--- config.mk ---
export PLATFORM = sky130hd
export DESIGN_NAME = crld_front
export DESIGN_NICKNAME = d
export VERILOG_FILES = /design/src/crld_pkg.sv /design/src/crld_front.sv
export SDC_FILE = /design/constraint.sdc
export NUM_CORES = 1
export LEC_CHECK = 0
export BUFFER_PORTS_ARGS = -buffer_cell sky130_fd_sc_hd__buf_4
export CAP_MARGIN = 5
export CORE_ASPECT_RATIO = 2
export CORE_MARGIN = 2
export CORE_UTILIZATION = 44
export DETAILED_ROUTE_END_ITERATION = 12
export PLACE_DENSITY = 0.68
export SYNTH_ARGS = -nofsm -noshare
export SYNTH_HDL_FRONTEND = slang
export SYNTH_SLANG_ARGS = --single-unit
--- constraint.sdc ---
create_clock -name clk -period 3.27 [get_ports clk]
set_clock_uncertainty 0.2 [all_clocks]
set_input_delay 0.654 -clock clk [delete_from_list [all_inputs] [get_ports clk]]
set_output_delay 0.654 -clock clk [all_outputs]
set_load 0.01 [all_outputs]
--- src/crld_pkg.sv ---
// shared types and constants of the cluster run list decoder
`default_nettype none

package crld_pkg;

  // field and datapath widths
  localparam int CLUSTER_BITS    = 48;
  localparam int MAX_FIELD_BYTES = 8;
  localparam int LIMIT_BITS      = (CLUSTER_BITS < 48) ? CLUSTER_BITS : 48;
  localparam int ACC_W           = 64;
  localparam int CNT_W           = 48;
  localparam int ADDR_W          = 63;
  localparam int SECTOR_W        = 13;
  localparam int CSECT_W         = 8;
  localparam int STREAM_W        = 48;
  localparam int CB_W            = SECTOR_W + CSECT_W;
  localparam int PROD_W          = CNT_W + CB_W;

  // command queue between front and back
  localparam int CMDQ_DEPTH = 4;
  localparam int CMDQ_PTR_W = $clog2(CMDQ_DEPTH);

  // back end: signed start add and result queue
  localparam int SUM_W    = ACC_W + 1;
  localparam int OQ_DEPTH = 2;

  // configuration port
  localparam int CFG_ADDR_W = 5;
  localparam int CFG_DATA_W = 64;

  typedef logic [1:0] reg_idx_t;
  localparam reg_idx_t REG_SECTOR_BYTES    = 2'd0;
  localparam reg_idx_t REG_CLUSTER_SECTORS = 2'd1;
  localparam reg_idx_t REG_STREAM_BYTES    = 2'd2;

  // result status codes
  localparam logic [1:0] ST_OK         = 2'd0;
  localparam logic [1:0] ST_BAD_NIBBLE = 2'd1;
  localparam logic [1:0] ST_RANGE      = 2'd2;

  typedef enum logic {
    CMD_END,
    CMD_RUN
  } cmd_kind_t;

  typedef struct packed {
    logic [7:0] run_byte;
    logic       list_start;
  } in_word_t;

  typedef struct packed {
    logic              run_valid;
    logic [CNT_W-1:0]  run_start;
    logic [CNT_W-1:0]  cluster_count;
    logic [ADDR_W-1:0] byte_address;
    logic              list_done;
    logic [1:0]        status;
  } out_word_t;

  // one parsed event handed from the front to the back
  typedef struct packed {
    logic             clr;
    cmd_kind_t        kind;
    logic [1:0]       status;
    logic [3:0]       off_size;
    logic [ACC_W-1:0] off_acc;
    logic [ACC_W-1:0] len_acc;
  } cmd_t;

endpackage

`default_nettype wire

--- src/crld_front.sv ---
// byte parser: header nibbles, little-endian field gathering, end and error detection
`default_nettype none

module crld_front import crld_pkg::*; (
  input  wire logic     clk,
  input  wire logic     rst_n,
  input  wire logic     accept,
  input  wire in_word_t in_word,
  output logic          cmd_push,
  output cmd_t          cmd_word
);

  typedef enum logic [1:0] {
    PH_HEADER,
    PH_LENGTH,
    PH_OFFSET
  } phase_t;

  phase_t           phase_r, phase_nxt, phase_e;
  logic [3:0]       ls_r, ls_nxt;
  logic [3:0]       os_r, os_nxt;
  logic [3:0]       idx_r, idx_nxt, idx_e, idx_inc;
  logic [ACC_W-1:0] len_r, len_nxt, len_e;
  logic [ACC_W-1:0] off_r, off_nxt, off_e;
  logic             fin_r, fin_nxt, fin_e;
  logic             clr_pend_r, clr_pend_nxt;
  logic [3:0]       hdr_ls, hdr_os;
  logic [ACC_W-1:0] byte_sh;

  always_comb begin
    // a new list wipes the partial run before the byte is looked at
    phase_e = phase_r;
    idx_e   = idx_r;
    len_e   = len_r;
    off_e   = off_r;
    fin_e   = fin_r;
    if (in_word.list_start) begin
      phase_e = PH_HEADER;
      idx_e   = '0;
      len_e   = '0;
      off_e   = '0;
      fin_e   = 1'b0;
    end

    hdr_ls  = in_word.run_byte[3:0];
    hdr_os  = in_word.run_byte[7:4];
    idx_inc = idx_e + 4'd1;
    byte_sh = ACC_W'(in_word.run_byte) << {idx_e[2:0], 3'b000};

    phase_nxt    = phase_r;
    ls_nxt       = ls_r;
    os_nxt       = os_r;
    idx_nxt      = idx_r;
    len_nxt      = len_r;
    off_nxt      = off_r;
    fin_nxt      = fin_r;
    clr_pend_nxt = clr_pend_r;

    cmd_push          = 1'b0;
    cmd_word.clr      = clr_pend_r | in_word.list_start;
    cmd_word.kind     = CMD_END;
    cmd_word.status   = ST_OK;
    cmd_word.off_size = os_r;
    cmd_word.off_acc  = off_e | byte_sh;
    cmd_word.len_acc  = len_e;

    if (accept) begin
      phase_nxt = phase_e;
      idx_nxt   = idx_e;
      len_nxt   = len_e;
      off_nxt   = off_e;
      fin_nxt   = fin_e;
      if (!fin_e) begin
        case (phase_e)
          PH_HEADER: begin
            if (hdr_os == 4'd0) begin
              // end marker
              cmd_push = 1'b1;
              fin_nxt  = 1'b1;
            end else if (hdr_ls > 4'(MAX_FIELD_BYTES) || hdr_os > 4'(MAX_FIELD_BYTES)) begin
              cmd_push        = 1'b1;
              cmd_word.status = ST_BAD_NIBBLE;
              fin_nxt         = 1'b1;
            end else begin
              ls_nxt    = hdr_ls;
              os_nxt    = hdr_os;
              len_nxt   = '0;
              off_nxt   = '0;
              idx_nxt   = '0;
              phase_nxt = (hdr_ls != 4'd0) ? PH_LENGTH : PH_OFFSET;
            end
          end
          PH_LENGTH: begin
            len_nxt = len_e | byte_sh;
            if (idx_inc >= ls_r) begin
              idx_nxt   = '0;
              phase_nxt = PH_OFFSET;
            end else begin
              idx_nxt = idx_inc;
            end
          end
          PH_OFFSET: begin
            off_nxt = off_e | byte_sh;
            if (idx_inc < os_r) begin
              idx_nxt = idx_inc;
            end else begin
              idx_nxt       = '0;
              phase_nxt     = PH_HEADER;
              cmd_push      = 1'b1;
              cmd_word.kind = CMD_RUN;
            end
          end
          default: begin
            phase_nxt = PH_HEADER;
          end
        endcase
      end
      // a list start travels with the next command the back sees
      clr_pend_nxt = cmd_push ? 1'b0 : (clr_pend_r | in_word.list_start);
    end
  end

  always_ff @(posedge clk) begin
    if (!rst_n) begin
      phase_r    <= PH_HEADER;
      ls_r       <= '0;
      os_r       <= '0;
      idx_r      <= '0;
      len_r      <= '0;
      off_r      <= '0;
      fin_r      <= 1'b0;
      clr_pend_r <= 1'b0;
    end else begin
      phase_r    <= phase_nxt;
      ls_r       <= ls_nxt;
      os_r       <= os_nxt;
      idx_r      <= idx_nxt;
      len_r      <= len_nxt;
      off_r      <= off_nxt;
      fin_r      <= fin_nxt;
      clr_pend_r <= clr_pend_nxt;
    end
  end

endmodule

`default_nettype wire

==> reports/metrics.csv <==
metric,value,unit
n_diodes,0,
die area,0.0151,mm2
CTS tree,yes,
Yosys top cell area share,0.466,
total power,3.97,mW
Placement Cell Area,0.00755,mm2
RSZ-0062 raised after global routing,false,
root buf cell,clkbuf_16,
Lkg Pwr,3.41,nW
library cells used by synthesis,51,
placed instance count,932,
Cells on Worst Hold Path,1,
Worst setup SP type,input port,
Final nets,780,
worst rel slew slack,0.546,
Synth-to-Final Area Change,31.6,%
final setup TNS,0,ns
Yosys reg bits,144,
Finished Layout Cells,964,
Setup crit end kind,output port,
Worst Path Arrival,2.34,ns
clock slew at reported path FFs,0.06,ns
Die Y,172,um
mapped cell area,0.00619,mm2
"Max FO, Critical Path",19,
CP required,2.42,ns
Post-Route WL,20100,um
core area,0.0138,mm2
FMAX,313,MHz
total congestion overflow,0,
syn_nets,640,
ys async rst share,0,
initial antenna violation count,0,
"Min Clock Period, post-route",3.20,ns
hold bufs inserted after CTS,0,
CP max stage delay,0.41,ns
Sink Count,144,
drt wl/cell,20.8,um
Area contributors post-synth,"dfxtp_1 (47%), a22o_1 (21%), nor2b_1 (6.8%)",
fraction of layout cells with a size suffix above 1,0.293,
Final Hold Vio Count,0,
design area,0.00815,mm2
vias in the first global route,5556,
R2R cell count,9,
TritonCTS buffer count,17,
floorplan row count,61,
post-CTS setup buffer count,0,
top post-synthesis cells by count,"a22o_1 (145), dfxtp_1 (144), nor2b_1 (67)",
Final period util,0.977,
Vias,5610,
Post-synth EDFFs,0,
"Top FF cell, synth",dfxtp_1,
pin count of the biggest net entering global routing,67,
detailed router's first-iteration violation count,381,
"most used cell, CP",buf_4,
I/O Pins,149,
Critical Path Slowest Stage Cell,a21oi_1,
cell chain of the critical path,"buf_4, buf_4, a21oi_1, ha_1, nand3_1, a21oi_1, o21bai_1, a21oi_2, buf_4",
Slew @ Worst Pin,0.677,ns
syn_area_per_cell,9.95,um2
fin. max-slew vios,0,
most common cell in the netlist,a22o_1,
synthesis warning total,0,
"area leader, netlist",dfxtp_1,
worst skew pair latency,0.42,ns
Cells after Synth,622,
die width,87.9,um
drt drc,0,
worst vdd ir,0.396,mV
Routability Congestion,0.878,
PortBufs,147,
pwr dens,487,mW/mm2
max-cap check violation count,0,
status,"finished, final reports clean",
gr usage total,0.269,
Via density,5.82,
Hold Crit Class,register to register,
Fin Hold WS,0.255,ns
kind of critical path,input port to output port,
H-tree depth,4,
Initial Utilization,0.448,
sequential fraction of the synthesis area,0.466,
Finish-stage setup viols,0,
hpwl dp,13800,um
first-pass GRT wire length,30800,um
DR pass1 iterations,5,
largest buffer count on any clock path,2,
Routed Antenna Nets,0,
## registers in the layout, summed over array words and instances, names as in the netlist
register and flops:
clr_pend_r 1, fin_r 1, idx_r 4, len_r 64
ls_r 4, off_r 64, os_r 4, phase_r 2
## final cells by class
| type | count | area (um2) |
|---|---|---|
| Tap cell | 189 | 236 |
| Inverter | 10 | 37.5 |
| Clock buffer | 19 | 443 |
| Sequential cell | 144 | 2890 |
| Fill cell | 1271 | 5670 |
| Clock inverter | 13 | 129 |
| Multi-Input combinational cell | 410 | 3030 |
| Timing Repair Buffer | 179 | 1390 |
## metrics by stage
| stage | setup slack, ns | util |
|---|---|---|
| finish | 0.0739 | 0.590 |
| global route | 0.00400 | 0.590 |
| floorplan | 0.0388 | - |
| detailed placement | 0.119 | 0.547 |
| CTS | 0.0394 | 0.589 |
| global placement | 0.143 | 0.547 |
## worst max-delay path, delay by kind of cell
kind / cells / cell delay (ns)
AO/OA/AOI/OAI: 4 / 0.76
adder cells (fa/ha/maj): 1 / 0.32
buffers and inverters: 3 / 0.50
AND/OR/NAND/NOR: 1 / 0.08
## final timing paths
kind	from	end	slack, ns
worst max-delay path	in_word[0]	cmd_push	0.07
worst max register to register	idx_r[1]$_SDFFE_PN0P_	idx_r[3]$_SDFFE_PN0P_	0.53
worst min register to register	len_r[20]$_SDFFE_PN0P_	len_r[20]$_SDFFE_PN0P_	0.26
worst min-delay path	len_r[20]$_SDFFE_PN0P_	len_r[20]$_SDFFE_PN0P_	0.26
## per-layer routing
metal	GRT usage	up-vias	share of wire
met5	0	-	0
met2	0.481	188	0.54
met3	0.0576	44	0.049
met4	0.118	0	0.038
met1	0.299	2772	0.37
li1	-	2606	-
## cell usage in the layout, fill, tap and decap left out, types with 3 or more instances in the layout
cell	synthesis	layout
o211ai_1	3	3
nand3_1	3	3
clkbuf_16	0	17
a22o_1	145	145
buf_12	0	3
nor2_1	18	16
a31oi_1	4	3
clkinvlp_4	0	5
inv_1	10	9
nand2b_1	3	3
clkinv_4	0	3
inv_6	0	4
nor3_1	8	8
o2bb2ai_1	36	36
or2_2	3	3
a21oi_1	10	9
buf_4	2	175
dfxtp_1	144	142
nor2_2	1	3
and3_1	5	5
a32o_1	6	6
o21ai_0	9	9
ha_1	6	6
mux2i_1	8	8
nand2_1	39	38
nor2b_1	67	67
## timing repair
action | CTS | global route
setup endpoints to repair | 1 | 10
cloned | 0 | 0
gates resized for setup | 2 | 5
## kinds of logic (layout without fill, tap and decap cells)
family / count (synthesis) / in the layout / synth area share
other cells: 1 / 1 / 0.000606
flops: 144 / 144 / 0.466
xor+xnor: 2 / 2 / 0.00283
compound gates: 234 / 234 / 0.319
fa+ha+maj: 6 / 6 / 0.0121
simple gates: 159 / 159 / 0.137
buf+inv: 68 / 221 / 0.0505
mux: 8 / 8 / 0.0129
## report_power, final
part	switching, mW	leakage [nW]	internal, mW
sequential	0.0117	1.16	1.77
combinational	0.211	1.99	0.0966
clock	0.804	0.263	1.08
Power figures use the tool's default switching activity.
