<file path="src/crld_pkg.sv">
// shared types and constants of the cluster run list decoder
`default_nettype none

package crld_pkg;

  // field and datapath widths
  localparam int CLUSTER_BITS    = 48;
  localparam int MAX_FIELD_BYTES = 8;
  localparam int LIMIT_BITS      = (CLUSTER_BITS < 48) ? CLUSTER_BITS : 48;
  localparam int ACC_W           = 64;
  localparam int CNT_W           = 48;
  localparam int ADDR_W          = 63;
  localparam int SECTOR_W        = 13;
  localparam int CSECT_W         = 8;
  localparam int STREAM_W        = 48;
  localparam int CB_W            = SECTOR_W + CSECT_W;
  localparam int PROD_W          = CNT_W + CB_W;

  // command queue between front and back
  localparam int CMDQ_DEPTH = 4;
  localparam int CMDQ_PTR_W = $clog2(CMDQ_DEPTH);

  // back end: signed start add and result queue
  localparam int SUM_W    = ACC_W + 1;
  localparam int OQ_DEPTH = 2;

  // configuration port
  localparam int CFG_ADDR_W = 5;
  localparam int CFG_DATA_W = 64;

  typedef logic [1:0] reg_idx_t;
  localparam reg_idx_t REG_SECTOR_BYTES    = 2'd0;
  localparam reg_idx_t REG_CLUSTER_SECTORS = 2'd1;
  localparam reg_idx_t REG_STREAM_BYTES    = 2'd2;

  // result status codes
  localparam logic [1:0] ST_OK         = 2'd0;
  localparam logic [1:0] ST_BAD_NIBBLE = 2'd1;
  localparam logic [1:0] ST_RANGE      = 2'd2;

  typedef enum logic {
    CMD_END,
    CMD_RUN
  } cmd_kind_t;

  typedef struct packed {
    logic [7:0] run_byte;
    logic       list_start;
  } in_word_t;

  typedef struct packed {
    logic              run_valid;
    logic [CNT_W-1:0]  run_start;
    logic [CNT_W-1:0]  cluster_count;
    logic [ADDR_W-1:0] byte_address;
    logic              list_done;
    logic [1:0]        status;
  } out_word_t;

  // one parsed event handed from the front to the back
  typedef struct packed {
    logic             clr;
    cmd_kind_t        kind;
    logic [1:0]       status;
    logic [3:0]       off_size;
    logic [ACC_W-1:0] off_acc;
    logic [ACC_W-1:0] len_acc;
  } cmd_t;

endpackage

`default_nettype wire

</file>
<file path="src/crld_cmd_queue.sv">
// short command queue between the parser and the run arithmetic
`default_nettype none

module crld_cmd_queue import crld_pkg::*; (
  input  wire logic clk,
  input  wire logic rst_n,
  input  wire logic push,
  input  wire cmd_t push_word,
  output logic      full,
  input  wire logic pop,
  output cmd_t      pop_word,
  output logic      empty
);

  cmd_t                  mem_r [CMDQ_DEPTH];
  logic [CMDQ_PTR_W-1:0] wr_r, rd_r;
  logic [CMDQ_PTR_W:0]   cnt_r, cnt_nxt;

  assign full     = (cnt_r == (CMDQ_PTR_W + 1)'(CMDQ_DEPTH));
  assign empty    = (cnt_r == '0);
  assign pop_word = mem_r[rd_r];

  always_comb begin
    cnt_nxt = cnt_r;
    if (push && !pop) begin
      cnt_nxt = cnt_r + 1'b1;
    end else if (pop && !push) begin
      cnt_nxt = cnt_r - 1'b1;
    end
  end

  always_ff @(posedge clk) begin
    if (!rst_n) begin
      wr_r  <= '0;
      rd_r  <= '0;
      cnt_r <= '0;
    end else begin
      cnt_r <= cnt_nxt;
      if (push) begin
        wr_r <= wr_r + 1'b1;
      end
      if (pop) begin
        rd_r <= rd_r + 1'b1;
      end
    end
  end

  always_ff @(posedge clk) begin
    if (push) begin
      mem_r[wr_r] <= push_word;
    end
  end

endmodule

`default_nettype wire

</file>
<file path="config.mk">
export PLATFORM = sky130hd
export DESIGN_NAME = crld_cmd_queue
export DESIGN_NICKNAME = d
export VERILOG_FILES = /design/src/crld_pkg.sv /design/src/crld_cmd_queue.sv
export SDC_FILE = /design/constraint.sdc
export NUM_CORES = 1
export LEC_CHECK = 0
export ABC_AREA = 1
export BUFFER_PORTS_ARGS = -buffer_cell sky130_fd_sc_hd__buf_2
export CAP_MARGIN = 20
export CELL_PAD_IN_SITES_DETAIL_PLACEMENT = 1
export CELL_PAD_IN_SITES_GLOBAL_PLACEMENT = 2
export CORE_AREA = 4 4 229 231
export CTS_CLUSTER_DIAMETER = 150
export DETAILED_ROUTE_END_ITERATION = 7
export DIE_AREA = 0 0 233 235
export GPL_TIMING_DRIVEN = 0
export PLACE_DENSITY = 0.89
export SYNTH_ARGS = -nofsm -noshare
export SYNTH_HDL_FRONTEND = slang
export SYNTH_SLANG_ARGS = --single-unit
</file>
<file path="constraint.sdc">
create_clock -name clk -period 4.2 [get_ports clk]
set_clock_uncertainty 0.05 [all_clocks]
set_input_delay 0 -clock clk [delete_from_list [all_inputs] [get_ports clk]]
set_output_delay 0 -clock clk [all_outputs]
set_load 0.02 [all_outputs]
</file>
==> metrics.md, run 1 <==
| Metric | Value |
|---|---|
| Outcome | complete, no violations |
| Mapped cell area | approximately 20,000 um2 |
| Final Slew Violations | 0 |
| DRT Pass-1 Iters | 8 |
| Type of the worst min-delay path | input port to flop |
| All-Layer GR Usage | a little over a fifth |
| Total number of vias | about 14,000 |
| Crit-path leading delay family | buffers and inverters |
| Sequential cell area | 16,520 um2 |
| # rows | 82 |
| Switching fraction of total power | about a quarter |
| Initial core utilization | just over 40% |
| CP max stage cell | clkbuf_1 |
| Net count after synthesis | approximately 1,500 |
| Slew @ Worst Pin | roughly 690 ps |
| Most common cell after layout, fill and taps aside | edfxtp_1 |
| Synth area leaders | edfxtp_1 80%, o21ai_0 6.6%, nor2_1 5.1% |
| Sequential fraction of design power | 50.7% |
| Commonest cells after routing, fill and taps aside | 544 x edfxtp_1, 295 x buf_2, 277 x nor2_1, 271 x o21ai_0, 141 x dlygate4sd3_1 |
| Average wire per standard cell | 23.75 um |
| Fin crit period | 2806 ps |
| Initial antenna violation count | 7 |
| Crit share post-route | 66.80% |
| Via density per instance | around 5.4 |
| Nets | 1,999 |
| PwrDens | 484.2 nW/um2 |
| Clk Tree Root Cell | clkbuf_16 |
| Kind of critical path | flop to primary output |
| Startpoint Class | flop |
| CP required | roughly 4200 ps |
| # DRC | 0 |
| Logic gate share of total power | 11.8% |
| GPL Wtd Cong | 0.7257 |
| Post-cts sizing count | 0 |
| Max incr delay on CP | a little under 500 ps |
| Tot Pwr | 12.57 mW |
| Yosys top cell area share | 79.82% |
| DIE AREA | 54,760 um2 |
| Area grow syn2layout | 26.86% |
| Final ANT Viol Nets | 0 |
| Core area | roughly 50,000 um2 |
| Maximum clock path buffer count | 3 |
| CTS clk-pin slew, worst paths | roughly 60 ps |
| P_int | 9.424 mW |
| CP cell instances | inv_2 -> buf_2 -> clkbuf_1 -> o21ai_0 -> o22ai_1 -> buf_2 |
| CTS Buf Count | 56 |
| Starting DRT DRC Count | 1,170 |
| Post-Synthesis Cells | between 1,000 and 1,500 |
| First-pass GRT wire length | ~92 mm |
| # setup viols final | 0 |
| Max Freq | roughly 360 MHz |
| Slew Limit Headroom | around 54% |
| Total grt overflow | 0 |
| Number of global-route vias before repair | between 15,000 and 20,000 |
| VDD IR max | 0.0003503 V |
| Largest area contributor in the netlist | edfxtp_1 |
| Crit path arrival time | 2760 ps |
| Peak fanout along the critical path | 10 |
| Number of port buffers | 277 |
| Worst setup EP type | primary output |
| Footprint of the multi-input gates | between 3000 and 4000 um2 |
| Number of max-cap violations | 0 |
| Clock share of power | between 30% and 40% |
| DIE HEIGHT | 235 um |
| Top-Level Pins | between 200 and 300 |
| Die Width | approximately 230 um |
| Distinct cells, synth | 19 |
| Ys Warns | 0 |
| Final Non-Filler Cells | about 2,600 |
| Hold Vio Cnt, Final | 0 |
| Leak pwr | about 9 nW |
| Clk sink count | ~550 |
| RSZ-0062 raised after global routing | false |
| CTS tree | done |
| Post-Syn Area per Cell | 14.91 um2 |
| CTS H-tree lvls | 2 |
| Post-synthesis sequential area ratio | 80.70% |
| Final Util | 51.86% |
| Fillcell total | between 5,000 and 6,000 |
| Clk Latency, worst-skew pair | between 500 and 600 ps |
| Largest net degree at the start of global routing | 93 |
| Drt total wl | between 60 and 70 mm |
| Post-DP HPWL | roughly 35 mm |
| Crit-path most repeated cell | buf_2 |
| Synthesis-stage register bit count | 553 |
| Switching pwr | 3.149 mW |
| Share of cells above drive strength 1 | between 20% and 30% |
| Inst Count DP | 2,326 |
| Buffers and inverters on the worst path | 4 |
==> cell families after synthesis <==
family | count (synthesis) | synth area share [%]
adder cells (fa/ha/maj) | 6 | 0.4035
AND/OR/NAND/NOR | 290 | 5.349
buffers and inverters | 106 | 2.494
flip-flops | 553 | 80.70
AO/OA/AOI/OAI | 418 | 11.05
==> flip-flops by register name (all words and copies together), names as in the netlist, named ones only <==
name and flops:
mem_r 544, cnt_r 3, rd_r 2, wr_r 2
==> power by group through the flow <==
stage	sequential (mW)	combinational [mW]	clock, mW
4_1_cts	6.37	1.48	4.80
5_1_grt	6.38	1.59	5.07
3_3_place_gp	6.52	1.29	0
6_report	6.37	1.48	4.72
2_1_floorplan	6.49	0.728	0
3_5_place_dp	6.48	1.35	0
==> area by class of cell <==
| class | instances | area share [%] |
|---|---|---|
| Antenna cell | 6 | 0.05783 |
| Buffer | 89 | 1.720 |
| Timing Repair Buffer | 422 | 11.20 |
| Multi-Input combinational cell | 714 | 13.25 |
| Inverter | 17 | 0.3614 |
| Clock inverter | 33 | 0.8963 |
| Clock buffer | 69 | 5.667 |
| Sequential cell | 553 | 63.61 |
| Tap cell | 672 | 3.238 |
==> worst paths after layout <==
check | from | endpoint | cells after the start | slack [ps]
worst max-delay path | flop | pop_word[88] | 6 | 1390
worst min-delay path | push_word[43] | mem_r[3][43]$_DFFE_PP_ | 2 | 110
worst max register to register | wr_r[0]$_SDFFE_PN0P_ | mem_r[0][66]$_DFFE_PP_ | 5 | 2120
worst min register to register | rd_r[1]$_SDFFE_PN0P_ | rd_r[1]$_SDFFE_PN0P_ | 1 | 430
==> metal layers <==
layer	global-route usage (%)	share of wire, %	up-vias
met2	38.28	51	466
li1	-	-	6173
met5	0	0.041	-
met3	5.463	6.9	94
met1	27.43	40	7118
met4	5.361	2.2	4
==> cells in the mapped netlist (all sizes together) <==
cell type and instances:
buf 31, inv 17, edfxtp 544, nor3 2
nand3 1, clkbuf 58, nand2 9, nor2 277
fa 1, a21oi 4, o21ai 278, dfxtp 9
nand4 1, ha 5, o22ai 136
==> what timing repair did <==
item	in CTS	in global routing
buffers inserted	0	0
endpoints found under the hold margin	553	0
hold buffers	141	0
endpoints found under the setup margin	0	0
==> worst reg2reg max path: cells and delay by family, from the launching register on <==
| family | cells | cell delay [ps] |
|---|---|---|
| adder cells (fa/ha/maj) | 1 | 170 |
| buffers and inverters | 3 | 1000 |
| flip-flops | 1 | 330 |
| AND/OR/NAND/NOR | 1 | 130 |
==> through the flow <==
step	hold WS [ps]	cell area (um2)	TNS, ps	setup slack (ps)
3_3_place_gp	158.9	22690	-1051510	-2017
2_1_floorplan	48.87	20470	0	454.8
4_1_cts	55.07	25950	0	1406
6_report	106.3	25960	0	1394
3_5_place_dp	166.1	22830	0	2086
5_1_grt	76.55	25950	0	1234
Note: power is estimated with default switching activity, not from simulation.
==> inputs of run 2 (changes only) <==
CORE_AREA = 4 4 241 243   (was 4 4 229 231)
DIE_AREA = 0 0 245 247   (was 0 0 233 235)
PLACE_DENSITY = 0.85   (was 0.89)
clock period = 2.3 ns   (was 4.2 ns; I/O delays follow)
==> metrics.md, run 2 (same netlist as run 1, synthesis figures left out) <==
| Metric | Value |
|---|---|
| Outcome | complete, no violations (unchanged) |
| Reg2Reg Depth | 5 (unchanged) |
| Fillcell total | 5,651 (was 5,043) |
| Commonest cells after routing, fill and taps aside | 544 x edfxtp_1, 277 x nor2_1, 241 x buf_2, 240 x o21ai_0, 140 x dlygate4sd3_1 (was 544 x edfxtp_1, 295 x buf_2, 277 x nor2_1, 271 x o21ai_0, 141 x dlygate4sd3_1) |
| CTS clk-pin slew, worst paths | 60 ps (about the same) |
| All-Layer GR Usage | 19.82% (was 21.91%) |
| Fin crit period | 2263 ps |
| DIE HEIGHT | 247 um (was 235 um) |
| Startpoint Class | flop (unchanged) |
| Clock share of power | 40.1% (was 37.6%) |
| Final Worst Setup Slack | 36.73 ps (was 1394 ps) |
| Most common cell after layout, fill and taps aside | edfxtp_1 (unchanged) |
| Number of port buffers | 277 (unchanged) |
| Fin area | 27,150 um2 (was 25,960 um2) |
| Maximum clock path buffer count | 3 (unchanged) |
| Clk sink count | 553 (unchanged) |
| FF-to-FF setup slack | 130 ps (was 2120 ps) |
| CTS H-tree lvls | 2 (unchanged) |
| Max reg flops | 544 (unchanged) |
| Die Width | 245 um (was 233 um) |
| Type of the worst min-delay path | input port to flop (unchanged) |
| Logic gate share of total power | 12.1% (was 11.8%) |
| # rows | 87 (was 82) |
| Placed Area | 23,150 um2 (was 22,830 um2) |
| Switching pwr | 5.947 mW (was 3.149 mW) |
| P_int | 18.41 mW (was 9.424 mW) |
| Hold Path End | mem_r[2][77]$_DFFE_PP_ (was mem_r[3][43]$_DFFE_PP_) |
| R2R Path Start | wr_r[0]$_SDFFE_PN0P_ (unchanged) |
| Final Util | 48.52% (was 51.86%) |
| Dpl ws | -31.59 ps (was 2086 ps) |
| VDD IR max | 0.0006484 V (was 0.0003503 V) |
| PwrDens | 897.2 nW/um2 (was 484.2 nW/um2) |
| Initial core utilization | 36.58% (was 40.88%) |
| Max Freq | approximately 440 MHz |
| Hold_sp | push_word[77] (was push_word[43]) |
| CP cell instances | buf_12 -> inv_6 -> bufbuf_16 -> clkbuf_4 -> o21ai_0 -> o22ai_1 -> buf_4 (was inv_2 -> buf_2 -> clkbuf_1 -> o21ai_0 -> o22ai_1 -> buf_2) |
| Top-Level Pins | 278 (unchanged) |
| Clk Latency, worst-skew pair | 590 ps (was 580 ps) |
| CP max stage cell | dfxtp_2 (was clkbuf_1) |
| Share of cells above drive strength 1 | 26.69% (was 20.72%) |
| Biggest register | mem_r (unchanged) |
| Switching fraction of total power | 24.42% (was 25.05%) |
| Post-DP HPWL | 36.57 mm (was 34.92 mm) |
| Initial antenna violation count | 8 (was 7) |
| Worst hold slack | 105.8 ps (was 106.3 ps) |
| Peak fanout along the critical path | 10 (unchanged) |
| RSZ-0062 raised after global routing | true (was false) |
| CTS tree | done (unchanged) |
| First-pass GRT wire length | 91.71 mm (was 92.05 mm) |
| Worst setup EP type | primary output (unchanged) |
| Hold Vio Cnt, Final | 0 (unchanged) |
| CTS Buf Count | 59 (was 56) |
| Post-CTS Setup Bufs | 0 (unchanged) |
| Kind of critical path | flop to primary output (unchanged) |
| Final ANT Viol Nets | 0 (unchanged) |
| Starting DRT DRC Count | 810 (was 1,170) |
| Number of global-route vias before repair | 14,980 (was 15,220) |
| Sequential fraction of design power | 47.8% (was 50.7%) |
| GPL Wtd Cong | 0.7278 (was 0.7257) |
| # DRC | 0 (unchanged) |
| # setup viols final | 0 (unchanged) |
| Average wire per standard cell | 23.24 um (was 23.75 um) |
| Slew @ Worst Pin | 677.6 ps (was 687.0 ps) |
| Total number of vias | 13,810 (was 13,860) |
| Final Slew Violations | 0 (unchanged) |
| Crit path arrival time | 2210 ps (was 2760 ps) |
| Largest net degree at the start of global routing | 36 (was 93) |
| DRT Pass-1 Iters | 5 (was 8) |
| CP required | 2250 ps (was 4150 ps) |
| Max incr delay on CP | 340 ps (was 490 ps) |
| Area grow syn2layout | 32.64% (was 26.86%) |
| Clk Tree Root Cell | clkbuf_16 (unchanged) |
| Number of max-cap violations | 0 (unchanged) |
| DIE AREA | 60,520 um2 (was 54,760 um2) |
| Leak pwr | 9.623 nW (was 9.078 nW) |
| Worst Hold Depth | 2 (unchanged) |
| RR Endpoint | mem_r[3][73]$_DFFE_PP_ (was mem_r[0][66]$_DFFE_PP_) |
| Total grt overflow | 0 (unchanged) |
| Core area | 55,950 um2 (was 50,070 um2) |
| Biggest regs | mem_r x544, cnt_r x3 (unchanged) |
| Slew Limit Headroom | 54.73% (was 54.20%) |
| Crit share post-route | a little over nine tenths |
| Nets | 2,015 (was 1,999) |
| Via density per instance | 5.154 (was 5.381) |
| Drt total wl | 62.29 mm (was 61.15 mm) |
-- run 2: changes by cell type in the layout (fill, tap and decap cells not counted), moves of 19 or more --
cell / delta
buf_4: +52
o22ai_1: -19
buf_2: -54
o21ai_1: +28
o21ai_0: -31
clkbuf_1: -54
clkbuf_2: +29
buf_12: +21
o22ai_2: +19
-- run 2: final cells by class --
cell class                      count  area (um2)  share of cell area, %
Antenna cell                        6       15.01                0.05531
Buffer                             89       716.9                  2.641
Clock buffer                       77        1618                  5.960
Clock inverter                     33       379.1                  1.397
Inverter                           17       88.84                 0.3272
Multi-Input combinational cell    714        3587                  13.21
Sequential cell                   553       16520                  60.86
Tap cell                          756       945.9                  3.485
Timing Repair Buffer              435        3274                  12.06
-- run 2: worst max path at each step --
| stage | to | slack [ps] | cells past startpoint |
|---|---|---|---|
| after detailed placement | pop_word[124] | -30 | 7 |
| after CTS | pop_word[94] | -20 | 6 |
| after global placement | mem_r[0][77]$_DFFE_PP_ | -2760 | 4 |
| final | pop_word[65] | 40 | 7 |
| after global routing | pop_word[65] | -50 | 7 |
| after floorplan | mem_r[0][0]$_DFFE_PP_ | -760 | 4 |
-- run 2: metrics by stage --
step / setup TNS, ps / instances / power, mW
floorplan: -406580 / 1373 / 13.17
global placement: -1457090 / 2406 / 14.26
detailed placement: -31.59 / 2422 / 14.37
CTS: -40.88 / 2674 / 24.42
global route: -179.5 / 2679 / 25.26
finish: 0 / 2680 / 24.36
-- run 2: power by group through the flow --
stage                     registers, mW  logic (mW)  clock network (mW)
final                              11.6        2.95                9.77
after global routing               11.7        3.17                10.4
after CTS                          11.6        2.89                9.91
after detailed placement           11.8        2.53                   0
after global placement             11.9        2.38                   0
after floorplan                    11.8        1.34                   0
-- run 2: routing by layer --
layer,routed length (um),up-vias,track usage [%]
met5,35,-,0
met4,1429,6,5.135
met3,3501,104,4.565
met2,32400,409,35.20
met1,24920,7082,24.57
li1,-,6211,-
-- run 2: worst max-delay path: cells and delay by family, from the launching register on --
family / cells / cell delay (ps)
buf+inv: 5 / 940
flops: 1 / 340
compound gates: 2 / 320
-- run 2: repair_timing --
item / in CTS / in global routing
gates cloned: 2 / 0
endpoints found under the setup margin: 136 / 96
pin swaps: 1 / 8
hold endpoints to repair: 553 / 0
hold buffers: 140 / 0
resized for setup: 136 / 112
